===== src/rtl/tgl_pkg.sv =====
package tgl_pkg;

    // coordinate arithmetic width, wraps modulo 2^COORD_WIDTH (8 to 32)
    localparam int COORD_WIDTH = 16;

    typedef logic [COORD_WIDTH-1:0] t_coord;

    localparam t_coord LINE_STEP = t_coord'(13);
    localparam t_coord CHAR_STEP = t_coord'(9);

    // character codes
    localparam logic [7:0] CHAR_NUL     = 8'h00;
    localparam logic [7:0] CHAR_NEWLINE = 8'h0a;
    localparam logic [7:0] CHAR_SPACE   = 8'h20;
    localparam logic [7:0] CHAR_DOLLAR  = 8'h24;
    localparam logic [7:0] FIRST_CHAR   = 8'd32;
    localparam logic [7:0] FIRST_PRINT  = 8'd33;
    localparam logic [8:0] PRINT_END    = 9'd128;

    localparam logic [6:0] ATLAS_COLS = 7'd26;

    // configuration register addresses
    localparam logic [1:0] ADDR_FONT_READY = 2'd0;

    typedef enum logic [1:0] {
        KIND_GLYPH = 2'd0,
        KIND_COLOR = 2'd1,
        KIND_END   = 2'd2
    } t_kind;

    typedef struct packed {
        t_kind       kind;
        logic [15:0] pos_x;
        logic [15:0] pos_y;
        logic [4:0]  cell_col;
        logic [1:0]  cell_row;
        logic [7:0]  red;
        logic [7:0]  green;
        logic [7:0]  blue;
        logic [7:0]  alpha;
        logic [15:0] text_height;
        logic        last;
    } t_result;

    typedef struct packed {
        t_coord cursor_x;
        t_coord cursor_y;
        t_coord start_x;
        t_coord start_y;
        logic   colors_on;
        logic   escape_pending;
        logic   in_string;
    } t_state;

    typedef struct packed {
        logic       hit;
        logic [7:0] r;
        logic [7:0] g;
        logic [7:0] b;
        logic [7:0] a;
    } t_rgba;

    // colour escape table, fractions already scaled to 0..255
    function automatic t_rgba color_lookup(logic [7:0] code);
        t_rgba v;
        v = '{hit: 1'b1, r: 8'd255, g: 8'd255, b: 8'd255, a: 8'd255};
        case (code)
            "w", ".": v = '{1'b1, 8'd255, 8'd255, 8'd255, 8'd255};
            "W":      v = '{1'b1, 8'd179, 8'd179, 8'd179, 8'd255};
            "R":      v = '{1'b1, 8'd255, 8'd0,   8'd0,   8'd255};
            "r":      v = '{1'b1, 8'd255, 8'd179, 8'd179, 8'd255};
            "G":      v = '{1'b1, 8'd0,   8'd255, 8'd0,   8'd255};
            "g":      v = '{1'b1, 8'd179, 8'd255, 8'd179, 8'd255};
            "B":      v = '{1'b1, 8'd153, 8'd153, 8'd255, 8'd255};
            "b":      v = '{1'b1, 8'd204, 8'd204, 8'd255, 8'd255};
            "M":      v = '{1'b1, 8'd255, 8'd0,   8'd255, 8'd255};
            "m":      v = '{1'b1, 8'd255, 8'd179, 8'd255, 8'd255};
            "Y":      v = '{1'b1, 8'd255, 8'd255, 8'd0,   8'd255};
            "y":      v = '{1'b1, 8'd255, 8'd255, 8'd179, 8'd255};
            "C":      v = '{1'b1, 8'd0,   8'd255, 8'd255, 8'd255};
            "c":      v = '{1'b1, 8'd204, 8'd255, 8'd255, 8'd255};
            "O":      v = '{1'b1, 8'd255, 8'd128, 8'd0,   8'd255};
            "o":      v = '{1'b1, 8'd255, 8'd179, 8'd128, 8'd255};
            "D":      v = '{1'b1, 8'd255, 8'd255, 8'd255, 8'd128};
            "d":      v = '{1'b1, 8'd255, 8'd255, 8'd255, 8'd77};
            default:  v = '0;
        endcase
        return v;
    endfunction

    // signed 16-bit field into coordinate width
    function automatic t_coord coord_in(logic signed [15:0] v);
        logic signed [31:0] w;
        w = 32'(v);
        return w[COORD_WIDTH-1:0];
    endfunction

    // low 16 bits of a coordinate, zero filled when narrower
    function automatic logic [15:0] coord_out(t_coord v);
        logic [31:0] w;
        w = 32'(v);
        return w[15:0];
    endfunction

endpackage


===== src/rtl/tgl_ifs.sv =====
interface tgl_in_if;
    logic               valid;
    logic               ready;
    logic [7:0]         char_code;
    logic signed [15:0] origin_x;
    logic signed [15:0] origin_y;
    logic               color_enable;

    modport source (output valid, char_code, origin_x, origin_y, color_enable, input ready);
    modport sink   (input valid, char_code, origin_x, origin_y, color_enable, output ready);
endinterface

interface tgl_out_if;
    logic               valid;
    logic               ready;
    logic [1:0]         kind;
    logic signed [15:0] pos_x;
    logic signed [15:0] pos_y;
    logic [4:0]         cell_col;
    logic [1:0]         cell_row;
    logic [7:0]         red;
    logic [7:0]         green;
    logic [7:0]         blue;
    logic [7:0]         alpha;
    logic signed [15:0] text_height;
    logic               last;

    modport source (output valid, kind, pos_x, pos_y, cell_col, cell_row, red, green, blue,
                    alpha, text_height, last, input ready);
    modport sink   (input valid, kind, pos_x, pos_y, cell_col, cell_row, red, green, blue,
                    alpha, text_height, last, output ready);
endinterface


===== src/rtl/text_glyph_layout_with_color_escapes_core.sv =====
// channel   port     dir   carries
// -------   ------   ---   ------------------------------------------------
// input     i_in     in    char_code, origin_x, origin_y, color_enable
// output    o_out    out   kind, pos_x, pos_y, cell_col, cell_row, rgba,
//                          text_height, last
// config    p*       in    font_ready at byte address 0
//
// One character is taken per cycle while the output keeps up; its words are
// in the output register the next cycle. A character giving two words (lone
// dollar before the terminator) holds the input while the second drains.
// Reset (synchronous, active low) clears the cursor, string state,
// font_ready and the output queue. A stalled output takes a new character
// only in the cycle its last pending word is taken.
module text_glyph_layout_with_color_escapes_core
    import tgl_pkg::*;
(
    input  logic        i_clk,
    input  logic        i_rst_n,
    tgl_in_if.sink      i_in,
    tgl_out_if.source   o_out,
    input  logic        psel,
    input  logic        penable,
    input  logic        pwrite,
    input  logic [1:0]  paddr,
    input  logic [31:0] pwdata,
    output logic [31:0] prdata,
    output logic        pready
);

    t_state     r_state;
    t_state     n_state;
    logic       r_font_ready;
    t_result    r_q0;
    t_result    r_q1;
    logic [1:0] r_cnt;
    t_result    res0;
    t_result    res1;
    logic [1:0] res_cnt;
    logic       in_fire;
    logic       out_fire;
    logic       cfg_wr;

    // per-character layout step
    tgl_layout u_layout (
        .i_state        (r_state),
        .i_char         (i_in.char_code),
        .i_origin_x     (i_in.origin_x),
        .i_origin_y     (i_in.origin_y),
        .i_color_enable (i_in.color_enable),
        .i_font_ready   (r_font_ready),
        .o_state        (n_state),
        .o_res0         (res0),
        .o_res1         (res1),
        .o_count        (res_cnt)
    );

    // handshakes
    assign o_out.valid = (r_cnt != 2'd0);
    assign out_fire    = o_out.valid & o_out.ready;
    assign i_in.ready  = (r_cnt == 2'd0) || (r_cnt == 2'd1 && o_out.ready);
    assign in_fire     = i_in.valid & i_in.ready;

    // configuration port
    assign pready = 1'b1;
    assign cfg_wr = psel & penable & pwrite & (paddr == ADDR_FONT_READY);
    assign prdata = (paddr == ADDR_FONT_READY) ? {31'd0, r_font_ready} : 32'd0;

    // control state
    always_ff @(posedge i_clk) begin
        if (!i_rst_n) begin
            r_state      <= '0;
            r_font_ready <= 1'b0;
            r_cnt        <= 2'd0;
        end else begin
            if (cfg_wr) begin
                r_font_ready <= pwdata[0];
            end
            if (in_fire) begin
                r_state <= n_state;
                r_cnt   <= res_cnt;
            end else if (out_fire) begin
                r_cnt <= r_cnt - 2'd1;
            end
        end
    end

    // output queue payload
    always_ff @(posedge i_clk) begin
        if (in_fire) begin
            r_q0 <= res0;
            r_q1 <= res1;
        end else if (out_fire) begin
            r_q0 <= r_q1;
        end
    end

    assign o_out.kind        = r_q0.kind;
    assign o_out.pos_x       = r_q0.pos_x;
    assign o_out.pos_y       = r_q0.pos_y;
    assign o_out.cell_col    = r_q0.cell_col;
    assign o_out.cell_row    = r_q0.cell_row;
    assign o_out.red         = r_q0.red;
    assign o_out.green       = r_q0.green;
    assign o_out.blue        = r_q0.blue;
    assign o_out.alpha       = r_q0.alpha;
    assign o_out.text_height = r_q0.text_height;
    assign o_out.last        = r_q0.last;

endmodule


===== src/rtl/tgl_layout.sv =====
module tgl_layout
    import tgl_pkg::*;
(
    input  t_state             i_state,
    input  logic [7:0]         i_char,
    input  logic signed [15:0] i_origin_x,
    input  logic signed [15:0] i_origin_y,
    input  logic               i_color_enable,
    input  logic               i_font_ready,
    output t_state             o_state,
    output t_result            o_res0,
    output t_result            o_res1,
    output logic [1:0]         o_count
);

    t_state     s;
    logic [7:0] glyph_code;
    logic       do_glyph;
    logic       do_color;
    logic       do_end;
    logic       glyph_emit;
    logic       color_emit;
    t_rgba      rgba;
    logic [6:0] idx;
    logic [1:0] row;
    logic [6:0] col;
    t_coord     glyph_x;
    t_coord     glyph_y;
    t_result    res_glyph;
    t_result    res_color;
    t_result    res_end;

    // cursor update and decision on which words to emit
    always_comb begin
        s = i_state;
        if (!s.in_string) begin
            s.start_x        = coord_in(i_origin_x);
            s.start_y        = coord_in(i_origin_y);
            s.cursor_x       = s.start_x;
            s.cursor_y       = s.start_y;
            s.colors_on      = i_color_enable;
            s.escape_pending = 1'b0;
            s.in_string      = 1'b1;
        end

        glyph_code = i_char;
        do_glyph   = 1'b0;
        do_color   = 1'b0;
        do_end     = 1'b0;

        if (s.escape_pending) begin
            s.escape_pending = 1'b0;
            if (i_char == CHAR_NUL) begin
                // lone dollar at end: draw it, then close the string
                glyph_code = CHAR_DOLLAR;
                do_glyph   = 1'b1;
                do_end     = 1'b1;
            end else if (i_char == CHAR_DOLLAR) begin
                glyph_code = CHAR_DOLLAR;
                do_glyph   = 1'b1;
            end else begin
                do_color = 1'b1;
            end
        end else begin
            case (i_char)
                CHAR_NUL: begin
                    do_end = 1'b1;
                end
                CHAR_NEWLINE: begin
                    s.cursor_x = s.start_x;
                    s.cursor_y = s.cursor_y + LINE_STEP;
                end
                CHAR_SPACE: begin
                    s.cursor_x = s.cursor_x + CHAR_STEP;
                end
                CHAR_DOLLAR: begin
                    s.escape_pending = 1'b1;
                end
                default: begin
                    if (i_char >= FIRST_PRINT && {1'b0, i_char} < PRINT_END) begin
                        do_glyph = 1'b1;
                    end
                end
            endcase
        end

        // glyph sits at the cursor before it advances
        glyph_x = s.cursor_x;
        glyph_y = s.cursor_y;
        if (do_glyph) begin
            s.cursor_x = s.cursor_x + CHAR_STEP;
        end
        if (do_end) begin
            s.in_string      = 1'b0;
            s.escape_pending = 1'b0;
        end
        o_state = s;
    end

    // atlas cell: row by compares, column by subtraction
    always_comb begin
        idx = 7'(glyph_code - FIRST_CHAR);
        if (idx >= 7'(3 * ATLAS_COLS)) begin
            row = 2'd3;
        end else if (idx >= 7'(2 * ATLAS_COLS)) begin
            row = 2'd2;
        end else if (idx >= ATLAS_COLS) begin
            row = 2'd1;
        end else begin
            row = 2'd0;
        end
        col = idx - 7'(row * ATLAS_COLS);
    end

    assign rgba       = color_lookup(i_char);
    assign glyph_emit = do_glyph & i_font_ready;
    assign color_emit = do_color & rgba.hit & s.colors_on & i_font_ready;

    // result words, unused fields zero
    always_comb begin
        res_glyph          = '0;
        res_glyph.kind     = KIND_GLYPH;
        res_glyph.pos_x    = coord_out(glyph_x);
        res_glyph.pos_y    = coord_out(glyph_y);
        res_glyph.cell_col = col[4:0];
        res_glyph.cell_row = row;

        res_color       = '0;
        res_color.kind  = KIND_COLOR;
        res_color.red   = rgba.r;
        res_color.green = rgba.g;
        res_color.blue  = rgba.b;
        res_color.alpha = rgba.a;

        res_end      = '0;
        res_end.kind = KIND_END;
        res_end.last = 1'b1;
        if (i_font_ready) begin
            res_end.text_height = coord_out(s.cursor_y + LINE_STEP - s.start_y);
        end
    end

    // ordering: glyph first, then colour or end
    always_comb begin
        o_count = 2'(glyph_emit) + 2'(color_emit) + 2'(do_end);
        if (glyph_emit) begin
            o_res0 = res_glyph;
        end else if (color_emit) begin
            o_res0 = res_color;
        end else begin
            o_res0 = res_end;
        end
        o_res0.last = (o_count == 2'd1);
        o_res1      = res_end;
    end

endmodule


===== src/flat_wrapper.sv =====
// flat-port wrapper written by rule: the top's interface ports become plain ports
module text_glyph_layout_with_color_escapes_core_flat import tgl_pkg::*;
  (i_clk, i_rst_n, psel, penable, pwrite, paddr, pwdata, prdata, pready, i_in_valid, i_in_char_code, i_in_origin_x, i_in_origin_y, i_in_color_enable, i_in_ready, o_out_valid, o_out_kind, o_out_pos_x, o_out_pos_y, o_out_cell_col, o_out_cell_row, o_out_red, o_out_green, o_out_blue, o_out_alpha, o_out_text_height, o_out_last, o_out_ready);
  tgl_in_if i_in_i ();
  tgl_out_if o_out_i ();
  input  logic i_clk;
  input  logic i_rst_n;
  input  logic psel;
  input  logic penable;
  input  logic pwrite;
  input  logic [1:0] paddr;
  input  logic [31:0] pwdata;
  output logic [31:0] prdata;
  output logic pready;
  input wire logic [$bits(i_in_i.valid)-1:0] i_in_valid;
  input wire logic [$bits(i_in_i.char_code)-1:0] i_in_char_code;
  input wire logic [$bits(i_in_i.origin_x)-1:0] i_in_origin_x;
  input wire logic [$bits(i_in_i.origin_y)-1:0] i_in_origin_y;
  input wire logic [$bits(i_in_i.color_enable)-1:0] i_in_color_enable;
  output wire logic [$bits(i_in_i.ready)-1:0] i_in_ready;
  output wire logic [$bits(o_out_i.valid)-1:0] o_out_valid;
  output wire logic [$bits(o_out_i.kind)-1:0] o_out_kind;
  output wire logic [$bits(o_out_i.pos_x)-1:0] o_out_pos_x;
  output wire logic [$bits(o_out_i.pos_y)-1:0] o_out_pos_y;
  output wire logic [$bits(o_out_i.cell_col)-1:0] o_out_cell_col;
  output wire logic [$bits(o_out_i.cell_row)-1:0] o_out_cell_row;
  output wire logic [$bits(o_out_i.red)-1:0] o_out_red;
  output wire logic [$bits(o_out_i.green)-1:0] o_out_green;
  output wire logic [$bits(o_out_i.blue)-1:0] o_out_blue;
  output wire logic [$bits(o_out_i.alpha)-1:0] o_out_alpha;
  output wire logic [$bits(o_out_i.text_height)-1:0] o_out_text_height;
  output wire logic [$bits(o_out_i.last)-1:0] o_out_last;
  input wire logic [$bits(o_out_i.ready)-1:0] o_out_ready;
  assign i_in_i.valid = i_in_valid;
  assign i_in_i.char_code = i_in_char_code;
  assign i_in_i.origin_x = i_in_origin_x;
  assign i_in_i.origin_y = i_in_origin_y;
  assign i_in_i.color_enable = i_in_color_enable;
  assign i_in_ready = i_in_i.ready;
  assign o_out_valid = o_out_i.valid;
  assign o_out_kind = o_out_i.kind;
  assign o_out_pos_x = o_out_i.pos_x;
  assign o_out_pos_y = o_out_i.pos_y;
  assign o_out_cell_col = o_out_i.cell_col;
  assign o_out_cell_row = o_out_i.cell_row;
  assign o_out_red = o_out_i.red;
  assign o_out_green = o_out_i.green;
  assign o_out_blue = o_out_i.blue;
  assign o_out_alpha = o_out_i.alpha;
  assign o_out_text_height = o_out_i.text_height;
  assign o_out_last = o_out_i.last;
  assign o_out_i.ready = o_out_ready;
  text_glyph_layout_with_color_escapes_core u_core (.i_clk(i_clk), .i_rst_n(i_rst_n), .i_in(i_in_i), .o_out(o_out_i), .psel(psel), .penable(penable), .pwrite(pwrite), .paddr(paddr), .pwdata(pwdata), .prdata(prdata), .pready(pready));
endmodule

===== config.mk =====
export PLATFORM = sky130hd
export DESIGN_NAME = text_glyph_layout_with_color_escapes_core_flat
export DESIGN_NICKNAME = d
export VERILOG_FILES = /design/src/rtl/tgl_pkg.sv /design/src/rtl/tgl_ifs.sv /design/src/rtl/text_glyph_layout_with_color_escapes_core.sv /design/src/rtl/tgl_layout.sv /design/src/flat_wrapper.sv
export SDC_FILE = /design/constraint.sdc
export NUM_CORES = 1
export LEC_CHECK = 0
export BUFFER_PORTS_ARGS = -buffer_cell sky130_fd_sc_hd__buf_2
export CORE_MARGIN = 4
export CORE_UTILIZATION = 61
export CTS_CLUSTER_DIAMETER = 40
export DETAILED_ROUTE_END_ITERATION = 7
export PLACE_DENSITY = 0.87
export SYNTH_ARGS = -nofsm -noshare
export SYNTH_HDL_FRONTEND = slang
export SYNTH_SLANG_ARGS = --single-unit

===== constraint.sdc =====
create_clock -name i_clk -period 11.5 [get_ports i_clk]
set_clock_uncertainty 0.1 [all_clocks]
set_input_delay 2.3 -clock i_clk [delete_from_list [all_inputs] [get_ports i_clk]]
set_output_delay 2.3 -clock i_clk [all_outputs]
set_load 0.005 [all_outputs]

# Word level (Yosys, flattened, before mapping)
# Cells that the tools add are included.
# word_totals
ff_bits	176
inputBits	82
out_inout_bits	125
# classes
addsub	10
multipliers	1
n_lt_le_gt_ge	5
eq_ne	24
mux	31
n_bitwise	9
n_reduce_logical	10
# ops
op	count
33-bit one-hot mux with 18 select lines	1
90-bit two-way mux	4
8-bit by 7-bit equality test with 1-bit output, second input constant	18
67-bit two-way mux	1
16-bit by 4-bit adder with 16-bit output, second input constant	4
16-bit two-way mux	3
32-bit two-way mux	1
16-bit one-hot mux with 2 select lines	1
8-bit by 6-bit equality test with 1-bit output, second input constant	3
7-bit two-way mux	3
16-bit subtractor	1
1-bit two-way mux	12
2-bit two-way mux	5
1-bit AND	9
8-bit by 4-bit equality test with 1-bit output, second input constant	1
8-bit by 6-bit >= comparator with 1-bit output, second input constant	1
8-bit zero test	1
8-bit < comparator, second input constant	1
7-bit by 5-bit >= comparator with 1-bit output, second input constant	1
7-bit by 6-bit >= comparator with 1-bit output, second input constant	1
7-bit >= comparator, second input constant	1
7-bit by 6-bit subtractor with 7-bit output, second input constant	1
5-bit subtractor	1
2-bit by 1-bit equality test with 1-bit output, second input constant	2
10 further kinds	13

# Longest topological paths before layout
# Gate-level depths: netlist of the first run.
# logic_depth
ltp_word	13
depth_mapped	29
ltp_nobuf	20

# Hierarchy
# A second synthesis of the first run with hierarchy kept.
# hier_totals
cells_unflattened	1440
area_unflattened_um2	15337.2
# modules_own_cells
module	n_inst	cells_each	area_each_um2	seq_area_each_um2
text_glyph_layout_with_color_escapes_core	1	646	9816.9	6806.5
tgl_layout	1	794	5520.3	0.0

# Least setup slack after synthesis of the first run
# OpenSTA, ideal clock, no wires.
# synth_timing
kind	input to register
start	input port i_in_char_code[7]
end	register u_core.r_q0, in the netlist u_core.o_out.text_height[15], data pin
t_arrival_ns	5.904
path_slack_ns	5.240
stages	18
cell_sequence	buf_2 > or3_1 > buf_2 > nor4_2 > nand4_1 > xnor2_1 > ha_1 > inv_1 > ha_1 > a21oi_1 > o21bai_1 > a2111oi_0 > o31ai_1 > o21ba_2 > a21o_1 > a21oi_1 > xnor2_1 > a22o_1
# synth_via
elab_chain_len	10
# synth_rtl
item	line_no	rtl
start: declaration	flat_wrapper.sv:16	input wire logic [$bits(i_in_i.char_code)-1:0] i_in_char_code;
parallel branches: the longest is 8 deep, another holds 16-bit by 4-bit adder with 16-bit output	--	
90-bit two-way mux (*)	tgl_layout.sv:146	if (glyph_emit) begin
90-bit two-way mux (*)	text_glyph_layout_with_color_escapes_core.sv:89	if (in_fire) begin
end signal: assignment	text_glyph_layout_with_color_escapes_core.sv:90	r_q0 <= res0;
end signal: assignment	text_glyph_layout_with_color_escapes_core.sv:93	r_q0 <= r_q1;
end: declaration	text_glyph_layout_with_color_escapes_core.sv:33	t_result r_q0;
# Mark *: on every way between the ends.
# A chain may end at the register's enable or synchronous reset.

==> impl_summary.txt, run 1 <==
----------------------------------------------------
[Pwr]
  Flop pwr share ... 39.8%
  NetSw ... 0.636 mW
  Switching Fraction ... 33.8%
  Internal power summed over all cells ... 1.25 mW
  Clock group share of total power ... 30.2%
  Fraction of power consumed by combinational cells ... 30.0%
  Final Power ... 1.88 mW
  Pwr Density ... between 150 and 200 mW/mm²
  Leakage Power ... between 4 and 5 nW
  Highest ir drop seen on vdd ... 0.000132 V

[Synthesis]
  Cell with the most instances after synthesis ... sky130_fd_sc_hd__nand2_1
  Cell type with the largest total area after synthesis ... sky130_fd_sc_hd__edfxtp_1
  Area share of the largest cell type after synthesis ... 25.9%
  Warnings from Yosys ... 0
  Number of distinct library cells after synthesis ... 90
  Synthesized netlist cell count ... 1173
  Ys flop type ... sky130_fd_sc_hd__edfxtp_1
  Cell types with the largest area share after synthesis ... sky130_fd_sc_hd__edfxtp_1, sky130_fd_sc_hd__dfxtp_1, sky130_fd_sc_hd__nand2_1
  Mean area per synthesized cell ... a little under 9 µm²
  Post-Synthesis Cell Area ... 0.0104 mm²
  Asr flop ratio synth ... 0%
  Seq/Total Area, Yosys ... approximately two fifths
  Register bit count reported by yosys ... 160
  Synth top cells by count ... sky130_fd_sc_hd__nand2_1, sky130_fd_sc_hd__a21oi_1, sky130_fd_sc_hd__nor2_1
  Count of flip-flops with a built-in enable after synthesis ... 90

[Finish]
  Area of all placed cells without fillers ... roughly 0.011 mm²
  Fraction of layout instances using a drive strength above 1 ... 18.5%
  Seq. cell area ... 0.00411 mm²
  Multi-input logic area ... 0.00552 mm²
  Number of nets in the layout ... between 1000 and 1500
  Number of inserted diodes ... 0
  Number of filler instances in the final layout ... 1303
  Fraction of the core area covered by cells at the end of the flow ... 68.5%
  Area grow syn2layout ... 9.52%

[Floorplanning]
  Number of top-level pins ... 207
  Core outline area ... roughly 0.017 mm²
  Total die area ... 0.0193 mm²
  Overall die width ... 139 µm
  Row count ... 47
  Die Span Y ... 139 µm
  Initial standard-cell utilization of the core ... 62.6%

[STA]
  Final number of setup-violating endpoints ... 0
  Relative max-transition margin ... 25.4%
  TNS Setup ... 0 ps
  Part of the cycle the worst path needs ... 63.5%
  Slew Viols, Final ... 0
  Setup repair after global routing missed its margin ... no
  Maximum frequency from static timing analysis ... 137 MHz
  Min cycle time layout ... approximately 7300 ps
  Least-Margin Pin Slew ... 1120 ps
  Final hold viol count ... 0

[Global route]
  First-pass GRT wire length ... roughly 42000 µm
  Pin count of the biggest net entering global routing ... 88
  Number of global-route vias before repair ... 8276
  Initial antenna violation count ... 0
  Total global routing track utilization ... between 20% and 30%
  Grt total ovfl ... 0

[Drt]
  DRC marker count from the first detailed-route iteration ... approximately 940
  Routed wirelength normalized by instance count ... ~17 µm
  Number of nets still failing antenna checks after routing ... 0
  Vias per cell ... approximately 6
  Total via count in the routed design ... 8920
  DRC viols ... 0
  Drt first pass iters ... 5
  Final wirelength ... ~26000 µm

[Setup path]
  Highest fanout seen on the critical path ... 27
  Setup crit start kind ... primary input
  Reg2Reg Setup Slack ... 5910 ps
  Arrival time worst endpoint ... 7390 ps
  Type of destination of the critical path ... register
  Top cell family by delay on the critical path ... compound AO/OA/AOI/OAI gates
  Critical path cell sequence ... buf_2 > nor4_1 > nand3_1 > o21bai_1 > xnor2_1 > ha_1 > ha_1 > inv_1 > o21bai_1 > a2111oi_0 > o31ai_1 > o21ba_2 > a21o_1 > a21oi_1 > xnor2_1 > a22o_1
  Highest-delay cell along the critical path ... sky130_fd_sc_hd__nor4_1
  CP max stage delay ... roughly 900 ps
  Bufs and invs on worst path ... 2
  Critical path start-end classification ... in2reg
  Required time worst endpoint ... between 10000 and 15000 ps

[Placement]
  Total placed instance area ... 0.0109 mm²
  Dpl hpwl ... 17600 µm
  Routability congestion estimate ... 0.915
  Quantity of I/O buffers inserted on ports ... 143

[Worst hold path]
  Hold Path Class ... reg2reg

[Clocking]
  TritonCTS clock tree ... built
  Root buf cell ... sky130_fd_sc_hd__clkbuf_16
  Register clock-pin slew on the reported worst setup and hold paths ... approximately 70 ps
  # resized after CTS ... 0
  TritonCTS Sinks ... 160
  Quantity of hold-fixing buffers added after cts ... 0
  Maximum buffer depth of the clock tree ... 2
  Total CTS buffers ... 17
  Worst skew pair latency ... 430 ps
  Setup Buffers After CTS ... 0
  Max H-tree Level ... 4

[Run]
  Reported max-cap violation count ... 0

[Outcome]
  Result of the run ... finished, final reports clean

----------------------------------------------------
flip-flops by register name, indices dropped and copies added, names as in the netlist:
signal and flops:
u_core.o_out.blue 3, u_core.o_out.cell_row 2, u_core.o_out.green 5, u_core.o_out.alpha 3
u_core.r_state 67, u_core.r_q1 16, u_core.o_out.pos_x 16, u_core.o_out.cell_col 5
u_core.r_cnt 2, u_core.o_out.pos_y 16, u_core.r_font_ready 1, u_core.o_out.kind 2
u_core.o_out.text_height 16, u_core.o_out.last 1, u_core.o_out.red 5
path summary, 6_finish.rpt:
kind,startpoint,depth (start not counted),to
max reg2reg,u_core.r_state[0],16,u_core.o_out.text_height[15]
min,u_core.r_state[28],2,u_core.r_state[28]
min reg2reg,u_core.r_state[28],2,u_core.r_state[28]
max,i_in_char_code[5],16,u_core.o_out.text_height[15]
power by group through the flow:
stage | logic (mW) | registers (mW) | clock network, mW
2_1_floorplan | 0.422 | 0.756 | 0
3_3_place_gp | 0.534 | 0.757 | 0
3_5_place_dp | 0.549 | 0.760 | 0
4_1_cts | 0.558 | 0.749 | 0.570
5_1_grt | 0.623 | 0.759 | 0.599
6_report | 0.565 | 0.749 | 0.569
logic make-up (layout without fill, tap and decap cells):
logic type | Yosys count | after routing | share of synthesized area (%)
AO/OA/AOI/OAI | 279 | 279 | 17.2
XOR/XNOR | 51 | 51 | 4.28
adder cells (fa/ha/maj) | 44 | 44 | 5.49
buffers and inverters | 167 | 231 | 8.99
flip-flops | 160 | 160 | 39.3
multiplexers | 35 | 35 | 3.57
other | 2 | 32 | 0.0719
AND/OR/NAND/NOR | 435 | 435 | 21.1
worst register-to-register path: stages (launching register included):
cell and delay [ps]:
sky130_fd_sc_hd__dfxtp_4 580, sky130_fd_sc_hd__buf_4 840, sky130_fd_sc_hd__nor3b_1 390, sky130_fd_sc_hd__nor2_1 90
sky130_fd_sc_hd__o21bai_1 370, sky130_fd_sc_hd__xnor2_1 280, sky130_fd_sc_hd__ha_1 320, sky130_fd_sc_hd__ha_1 330
sky130_fd_sc_hd__inv_1 120, sky130_fd_sc_hd__o21bai_1 130, sky130_fd_sc_hd__a2111oi_0 590, sky130_fd_sc_hd__o31ai_1 230
sky130_fd_sc_hd__o21ba_2 260, sky130_fd_sc_hd__a21o_1 180, sky130_fd_sc_hd__a21oi_1 170, sky130_fd_sc_hd__xnor2_1 160
sky130_fd_sc_hd__a22o_1 210
cell type report:
type	instances	share of cell area, %
Tap cell	220	2.41
Multi-Input combinational cell	876	48.3
Timing Repair Buffer	150	6.71
Sequential cell	160	35.9
Clock buffer	18	3.75
Clock inverter	14	1.36
Inverter	49	1.61
layer usage:
layer / vias up / global-route usage (%) / routed length, µm
met3: 66 / 5.45 / 2190
met1: 4133 / 36.2 / 11200
li1: 4246 / - / -
met4: 0 / 7.78 / 676
met2: 475 / 40.8 / 11700
met5: - / 0 / 0
per-stage QoR:
| step | setup WS (ps) | cells | hold WS (ps) |
|---|---|---|---|
| 5_1_grt | 3920 | 1487 | 378 |
| 3_3_place_gp | 3970 | 1455 | 340 |
| 6_report | 4200 | 1487 | 354 |
| 3_5_place_dp | 3950 | 1455 | 347 |
| 4_1_cts | 4370 | 1487 | 355 |
| 2_1_floorplan | 5240 | 1203 | 333 |
cell usage in the layout (no fill, tap or decap), drive strengths merged, types with 6 or more instances in the layout:
cell,instances
a211oi,28
a21o,14
a21oi,115
a22o,7
a31oi,15
and2,22
and3,6
buf,150
clkbuf,18
conb,32
dfxtp,70
edfxtp,90
ha,41
inv,54
mux2,8
mux2i,27
nand2,153
nand2b,12
nand3,36
nand3b,8
nand4,12
nor2,106
nor2b,20
nor3,21
nor4,9
o211ai,8
o21ai,46
o21bai,6
or3,6
xnor2,30
xor2,21
No activity file was read; power rests on OpenSTA's default activity.
==> run 2: changes to the inputs <==
--- a/config.mk
+++ b/config.mk
@@ -7,10 +7,10 @@
 export LEC_CHECK = 0
 export BUFFER_PORTS_ARGS = -buffer_cell sky130_fd_sc_hd__buf_2
 export CORE_MARGIN = 4
-export CORE_UTILIZATION = 61
+export CORE_UTILIZATION = 51
 export CTS_CLUSTER_DIAMETER = 40
 export DETAILED_ROUTE_END_ITERATION = 7
-export PLACE_DENSITY = 0.87
+export PLACE_DENSITY = 0.78
 export SYNTH_ARGS = -nofsm -noshare
 export SYNTH_HDL_FRONTEND = slang
 export SYNTH_SLANG_ARGS = --single-unit
==> constraint.sdc (replaced) <==
create_clock -name i_clk -period 6.7 [get_ports i_clk]
set_clock_uncertainty 0.1 [all_clocks]
set_input_delay 1.34 -clock i_clk [delete_from_list [all_inputs] [get_ports i_clk]]
set_output_delay 1.34 -clock i_clk [all_outputs]
set_load 0.005 [all_outputs]
==> impl_summary.txt, run 2 (synthesized netlist as in run 1, its figures left out) <==
----------------------------------------------------
[Placement]
  Dpl hpwl ... 18400 µm (was 17600 µm)
  Quantity of I/O buffers inserted on ports ... 143 (unchanged)
  Routability congestion estimate ... 0.932 (was 0.915)

[Finish]
  Area grow syn2layout ... 10.9% (was 9.52%)
  Leading cell type in the layout, fill and taps excluded ... sky130_fd_sc_hd__nand2_1 (unchanged)
  Largest register FFs ... 67 (unchanged)
  Register with the highest flop count ... u_core.r_state (unchanged)
  Number of inserted diodes ... 0 (unchanged)
  Commonest non-fill, non-tap cells in the layout ... sky130_fd_sc_hd__nand2_1, sky130_fd_sc_hd__buf_2, sky130_fd_sc_hd__a21oi_1 (unchanged)
  Fraction of the core area covered by cells at the end of the flow ... 57.4% (was 68.5%)
  Number of nets in the layout ... 1393 (was 1380)
  Fraction of layout instances using a drive strength above 1 ... 19.1% (was 18.5%)

[Global route]
  Number of global-route vias before repair ... 8030 (was 8276)
  Total global routing track utilization ... 22.4% (was 25.9%)
  Grt total ovfl ... 0 (unchanged)
  First-pass GRT wire length ... 40700 µm (was 41700 µm)
  Pin count of the biggest net entering global routing ... 79 (was 88)
  Initial antenna violation count ... 0 (unchanged)

[Setup path]
  Capture point of the critical path ... u_core.o_out.text_height[15] (unchanged)
  Path depth of the worst reg2reg path ... 16 (unchanged)
  Type of destination of the critical path ... register (unchanged)
  CP max stage delay ... 650 ps (was 920 ps)
  Arrival time worst endpoint ... 5740 ps (was 7390 ps)
  Required time worst endpoint ... 6780 ps (was 11590 ps)
  Worst setup path startpoint ... i_in_char_code[3] (was i_in_char_code[5])
  Reg2reg end ... u_core.o_out.text_height[15] (unchanged)
  Critical path start-end classification ... in2reg (unchanged)
  Highest-delay cell along the critical path ... sky130_fd_sc_hd__a2111oi_0 (was sky130_fd_sc_hd__nor4_1)
  Origin of the critical flop-to-flop path ... u_core.r_state[0] (unchanged)
  Setup crit start kind ... primary input (unchanged)
  Highest fanout seen on the critical path ... 22 (was 27)
  Critical path cell sequence ... buf_2 > and4bb_2 > nand3_1 > mux2i_1 > ha_1 > inv_1 > ha_1 > fa_1 > a21oi_1 > o21bai_1 > a2111oi_0 > o31ai_1 > o21ba_2 > a21o_1 > a21oi_1 > xnor2_1 > a22o_1 (was buf_2 > nor4_1 > nand3_1 > o21bai_1 > xnor2_1 > ha_1 > ha_1 > inv_1 > o21bai_1 > a2111oi_0 > o31ai_1 > o21ba_2 > a21o_1 > a21oi_1 > xnor2_1 > a22o_1)
  Reg2Reg Setup Slack ... 1360 ps (was 5910 ps)

[Drt]
  DRC viols ... 0 (unchanged)
  Drt first pass iters ... 5 (unchanged)
  Total via count in the routed design ... 8789 (was 8920)
  Final wirelength ... 26000 µm (was 25800 µm)
  Routed wirelength normalized by instance count ... 16.8 µm (was 17.3 µm)
  Number of nets still failing antenna checks after routing ... 0 (unchanged)
  Vias per cell ... 5.67 (was 6.00)
  DRC marker count from the first detailed-route iteration ... 533 (was 938)

[Clocking]
  Register clock-pin slew on the reported worst setup and hold paths ... 70 ps (about the same)
  Maximum buffer depth of the clock tree ... 2 (unchanged)
  Max H-tree Level ... 4 (unchanged)
  # resized after CTS ... 0 (unchanged)
  Worst skew pair latency ... 430 ps (about the same)
  Total CTS buffers ... 17 (unchanged)
  TritonCTS Sinks ... 160 (unchanged)
  Quantity of hold-fixing buffers added after cts ... 0 (unchanged)
  Root buf cell ... sky130_fd_sc_hd__clkbuf_16 (unchanged)
  Setup Buffers After CTS ... 0 (unchanged)
  TritonCTS clock tree ... built (unchanged)

[Pwr]
  Highest ir drop seen on vdd ... 0.000198 V (was 0.000132 V)
  Final Power ... 3.19 mW (was 1.88 mW)
  Pwr Density ... 276 mW/mm² (was 165 mW/mm²)
  Leakage Power ... 4.84 nW (was 4.78 nW)

[Floorplanning]
  Overall die width ... 151 µm (was 139 µm)
  Row count ... 52 (was 47)
  Initial standard-cell utilization of the core ... 51.8% (was 62.6%)
  Die Span Y ... 151 µm (was 139 µm)
  Total die area ... 0.0228 mm² (was 0.0193 mm²)
  Number of top-level pins ... 207 (unchanged)
  Core outline area ... 0.0202 mm² (was 0.0167 mm²)

[Outcome]
  Result of the run ... finished, final reports clean (unchanged)

[STA]
  Least-Margin Pin Slew ... 1140 ps (was 1120 ps)
  Final number of setup-violating endpoints ... 0 (unchanged)
  TNS Setup ... 0 ps (unchanged)
  Setup repair after global routing missed its margin ... no (unchanged)
  Min cycle time layout ... 5650 ps
  Relative max-transition margin ... 23.9% (was 25.4%)
  Slew Viols, Final ... 0 (unchanged)
  Maximum frequency from static timing analysis ... between 150 and 200 MHz
  Final hold viol count ... 0 (unchanged)
  Part of the cycle the worst path needs ... between 80 and 90%
  Worst hold-check slack ... 354 ps (about the same)

[Run]
  Reported max-cap violation count ... 0 (unchanged)

[Worst hold path]
  Hold Path Class ... reg2reg (unchanged)

----------------------------------------------------
run 2: changes by cell type in the layout (fill, tap and decap cells not counted), sizes merged:
| cell | before | now |
|---|---|---|
| buf | 150 | 163 |
| clkbuf | 18 | 20 |
| clkinv | 3 | 8 |
| clkinvlp | 4 | 3 |
| inv | 54 | 48 |
run 2: worst min path at each step:
stage / slack (ps) / start / cells past startpoint / end
after global routing: 380 / u_core.r_state[27] / 2 / u_core.r_state[27]
after global placement: 340 / u_core.r_state[20] / 2 / u_core.r_state[20]
after detailed placement: 350 / u_core.r_state[48] / 2 / u_core.r_state[48]
final: 350 / u_core.r_state[21] / 2 / u_core.r_state[21]
after floorplan: 330 / u_core.r_state[19] / 2 / u_core.r_state[19]
after CTS: 360 / u_core.r_state[48] / 2 / u_core.r_state[48]
run 2: stage by stage:
step                      instance area (µm²)  setup WS, ps  cells
after global routing                    11600           765   1550
after CTS                               11600          1100   1550
after global placement                  11000           735   1518
after detailed placement                11000           720   1518
final                                   11600          1050   1550
after floorplan                         10600          1400   1203
run 2: critical path, delay by kind of cell:
kind	cells	cell delay, ps
AO/OA/AOI/OAI	8	2040
XOR/XNOR	1	100
adder cells (fa/ha/maj)	3	920
buffers and inverters	2	390
multiplexers	1	240
AND/OR/NAND/NOR	2	690
run 2: layout make-up:
cell class / count / area (µm²)
fillers: 1835 / 8590
clock buffers: 20 / 447
clock inverters: 12 / 118
well taps: 270 / 338
inverters: 49 / 184
multi-input cells: 876 / 5520
repair buffers: 163 / 866
flip-flops and latches: 160 / 4110
run 2: routing by layer:
layer	up-vias	wire length, µm	track usage (%)
met1	4173	11800	31.0
li1	4279	-	-
met4	0	423	6.94
met2	303	12300	36.1
met3	34	1550	3.89
met5	-	0	0
run 2: report_power, final:
group,total (mW),switching (mW),internal (mW)
clock,0.945,0.393,0.553
sequential,1.30,0.0831,1.21
combinational,0.953,0.573,0.380
==> run 3: changes to the inputs <==
--- a/config.mk
+++ b/config.mk
@@ -7,10 +7,10 @@
 export LEC_CHECK = 0
 export BUFFER_PORTS_ARGS = -buffer_cell sky130_fd_sc_hd__buf_2
 export CORE_MARGIN = 4
-export CORE_UTILIZATION = 51
+export CORE_UTILIZATION = 56
 export CTS_CLUSTER_DIAMETER = 40
 export DETAILED_ROUTE_END_ITERATION = 7
-export PLACE_DENSITY = 0.78
+export PLACE_DENSITY = 0.81
 export SYNTH_ARGS = -nofsm -noshare
 export SYNTH_HDL_FRONTEND = slang
 export SYNTH_SLANG_ARGS = --single-unit
==> constraint.sdc (replaced) <==
create_clock -name i_clk -period 5.5 [get_ports i_clk]
set_clock_uncertainty 0.1 [all_clocks]
set_input_delay 1.1 -clock i_clk [delete_from_list [all_inputs] [get_ports i_clk]]
set_output_delay 1.1 -clock i_clk [all_outputs]
set_load 0.005 [all_outputs]
==> impl_summary.txt, run 3 (synthesized netlist as in run 1, its figures left out) <==
----------------------------------------------------
[Pwr]
  Pwr Density ... 335 mW/mm² (was 276 mW/mm²)
  Final Power ... 3.94 mW (was 3.19 mW)
  Flop pwr share ... 39.8% (was 40.6%)
  Switching Fraction ... 33.9% (was 32.8%)
  Clock group share of total power ... 29.1% (was 29.6%)
  Highest ir drop seen on vdd ... 0.000258 V (was 0.000198 V)
  Fraction of power consumed by combinational cells ... 31.1% (was 29.8%)
  Leakage Power ... 4.98 nW (was 4.84 nW)
  NetSw ... 1.33 mW (was 1.05 mW)
  Internal power summed over all cells ... 2.60 mW (was 2.15 mW)

[Setup path]
  CP max stage delay ... 400 ps (was 650 ps)
  Cell depth of the worst setup path ... 19 (was 17)
  Critical path cell sequence ... buf_2 > nor4_2 > nand3_1 > o21bai_1 > nor3b_1 > xor2_1 > nand2_1 > o21ai_0 > ha_1 > ha_1 > or3_1 > o21ai_0 > inv_1 > a31oi_1 > a21oi_1 > a21o_1 > a21oi_1 > xnor2_1 > a22o_1 (was buf_2 > and4bb_2 > nand3_1 > mux2i_1 > ha_1 > inv_1 > ha_1 > fa_1 > a21oi_1 > o21bai_1 > a2111oi_0 > o31ai_1 > o21ba_2 > a21o_1 > a21oi_1 > xnor2_1 > a22o_1)
  Top cell family by delay on the critical path ... compound AO/OA/AOI/OAI gates (unchanged)
  Type of destination of the critical path ... register (unchanged)
  Highest fanout seen on the critical path ... 5 (was 22)
  Required time worst endpoint ... 5590 ps (was 6780 ps)
  Critical path start-end classification ... in2reg (unchanged)
  Path depth of the worst reg2reg path ... 18 (was 16)
  Bufs and invs on worst path ... 2 (unchanged)
  Arrival time worst endpoint ... 5140 ps (was 5740 ps)
  Setup crit start kind ... primary input (unchanged)
  Highest-delay cell along the critical path ... sky130_fd_sc_hd__nor4_2 (was sky130_fd_sc_hd__a2111oi_0)

[Clocking]
  Worst skew pair latency ... 430 ps (about the same)
  Register clock-pin slew on the reported worst setup and hold paths ... 70 ps (about the same)
  Root buf cell ... sky130_fd_sc_hd__clkbuf_16 (unchanged)
  Maximum buffer depth of the clock tree ... 2 (unchanged)
  Total CTS buffers ... 17 (unchanged)
  TritonCTS clock tree ... built (unchanged)
  Quantity of hold-fixing buffers added after cts ... 0 (unchanged)
  Max H-tree Level ... 4 (unchanged)
  TritonCTS Sinks ... 160 (unchanged)

[Finish]
  Number of nets in the layout ... 1423 (was 1393)
  Multi-input logic area ... 0.00553 mm² (was 0.00552 mm²)
  Largest register FFs ... 67 (unchanged)
  Commonest non-fill, non-tap cells in the layout ... sky130_fd_sc_hd__nand2_1, sky130_fd_sc_hd__buf_2, sky130_fd_sc_hd__a21oi_1 (unchanged)
  Number of inserted diodes ... 0 (unchanged)
  Leading cell type in the layout, fill and taps excluded ... sky130_fd_sc_hd__nand2_1 (unchanged)
  Register with the highest flop count ... u_core.r_state (unchanged)
  Fraction of layout instances using a drive strength above 1 ... 21.3% (was 19.1%)
  Area grow syn2layout ... 12.6% (was 10.9%)
  Seq. cell area ... 0.00411 mm² (unchanged)
  Area of all placed cells without fillers ... 0.0118 mm² (was 0.0116 mm²)
  Number of filler instances in the final layout ... 1521 (was 1835)

[Global route]
  Total global routing track utilization ... 25.2% (was 22.4%)
  First-pass GRT wire length ... 41600 µm (was 40700 µm)
  Pin count of the biggest net entering global routing ... 79 (unchanged)
  Number of global-route vias before repair ... 8071 (was 8030)
  Initial antenna violation count ... 0 (unchanged)
  Grt total ovfl ... 0 (unchanged)

[Drt]
  Number of nets still failing antenna checks after routing ... 0 (unchanged)
  Final wirelength ... 26700 µm (was 26000 µm)
  Vias per cell ... 5.83 (was 5.67)
  Drt first pass iters ... 6 (was 5)
  Total via count in the routed design ... 8973 (was 8789)
  DRC viols ... 0 (unchanged)
  DRC marker count from the first detailed-route iteration ... 748 (was 533)
  Routed wirelength normalized by instance count ... 17.4 µm (was 16.8 µm)

[Floorplanning]
  Overall die width ... 145 µm (was 151 µm)
  Total die area ... 0.0209 mm² (was 0.0228 mm²)
  Row count ... 49 (was 52)
  Number of top-level pins ... 207 (unchanged)
  Initial standard-cell utilization of the core ... 57.6% (was 51.8%)
  Core outline area ... 0.0181 mm² (was 0.0202 mm²)
  Die Span Y ... 145 µm (was 151 µm)

[Placement]
  Quantity of I/O buffers inserted on ports ... 143 (unchanged)
  Dpl hpwl ... 19000 µm (was 18400 µm)
  Routability congestion estimate ... 0.966 (was 0.932)
  Total placed instance area ... 0.0112 mm² (was 0.0110 mm²)

[STA]
  Final hold viol count ... 0 (unchanged)
  Min cycle time layout ... 5050 ps
  Slew Viols, Final ... 0 (unchanged)
  Maximum frequency from static timing analysis ... 198 MHz
  Final number of setup-violating endpoints ... 0 (unchanged)
  Setup repair after global routing missed its margin ... no (unchanged)
  Worst hold-check slack ... 354 ps (about the same)
  Part of the cycle the worst path needs ... 91.8%
  Relative max-transition margin ... 23.6% (was 23.9%)
  Least-Margin Pin Slew ... 1150 ps (was 1140 ps)

[Worst hold path]
  Cell depth of the worst hold path ... 2 (unchanged)
  Hold Path Class ... reg2reg (unchanged)

[Run]
  Reported max-cap violation count ... 0 (unchanged)

[Outcome]
  Result of the run ... finished, final reports clean (unchanged)

----------------------------------------------------
[run 3: area by class of cell]
| class | count | share of cell area [%] |
|---|---|---|
| clock buffer | 18 | 3.65 |
| clock inverter | 14 | 1.12 |
| inverter | 49 | 1.56 |
| multi-input combinational | 876 | 47.0 |
| sequential | 160 | 34.9 |
| tap | 229 | 2.44 |
| timing repair buffer | 193 | 9.28 |
[run 3: final timing paths]
path,end,slack [ps],from
max,u_core.o_out.text_height[14],450,i_in_char_code[4]
max reg2reg,u_core.o_out.text_height[14],780,u_core.r_state[0]
min reg2reg,u_core.r_state[19],350,u_core.r_state[19]
min,u_core.r_state[19],350,u_core.r_state[19]
[run 3: per-stage QoR]
stage | setup WS (ps) | setup TNS (ps) | utilization [%] | cells
finish | 454 | 0 | 64.8 | 1539
global route | 123 | 0 | 64.8 | 1539
CTS | 338 | 0 | 64.8 | 1539
detailed placement | -84.1 | -198 | 61.7 | 1507
global placement | -20.5 | -33.4 | 61.7 | 1507
floorplan | 225 | 0 | - | 1203
[run 3: metal layers]
metal,track usage [%],routed length [µm],vias to the layer above
met5,0,0,-
met4,9.13,586,0
met3,3.60,1980,50
li1,-,-,4331
met2,39.6,12100,416
met1,35.5,12000,4176
[run 3: timing repair]
| item | CTS | global route |
|---|---|---|
| resized for setup | 0 | 1 |
| setup endpoints to repair | 0 | 1 |
| setup buffers | 0 | 0 |
[run 3: power groups by stage]
stage,sequential (mW),clock [mW],combinational (mW)
CTS,1.57,1.15,1.22
global route,1.59,1.21,1.36
finish,1.57,1.15,1.22
detailed placement,1.59,0,1.20
global placement,1.59,0,1.18
floorplan,1.58,0,0.882
[run 3: worst min-delay path: stages, from the launching register on]
cell and delay (ps):
sky130_fd_sc_hd__dfxtp_1 310, sky130_fd_sc_hd__nand2_1 50, sky130_fd_sc_hd__a21oi_1 50
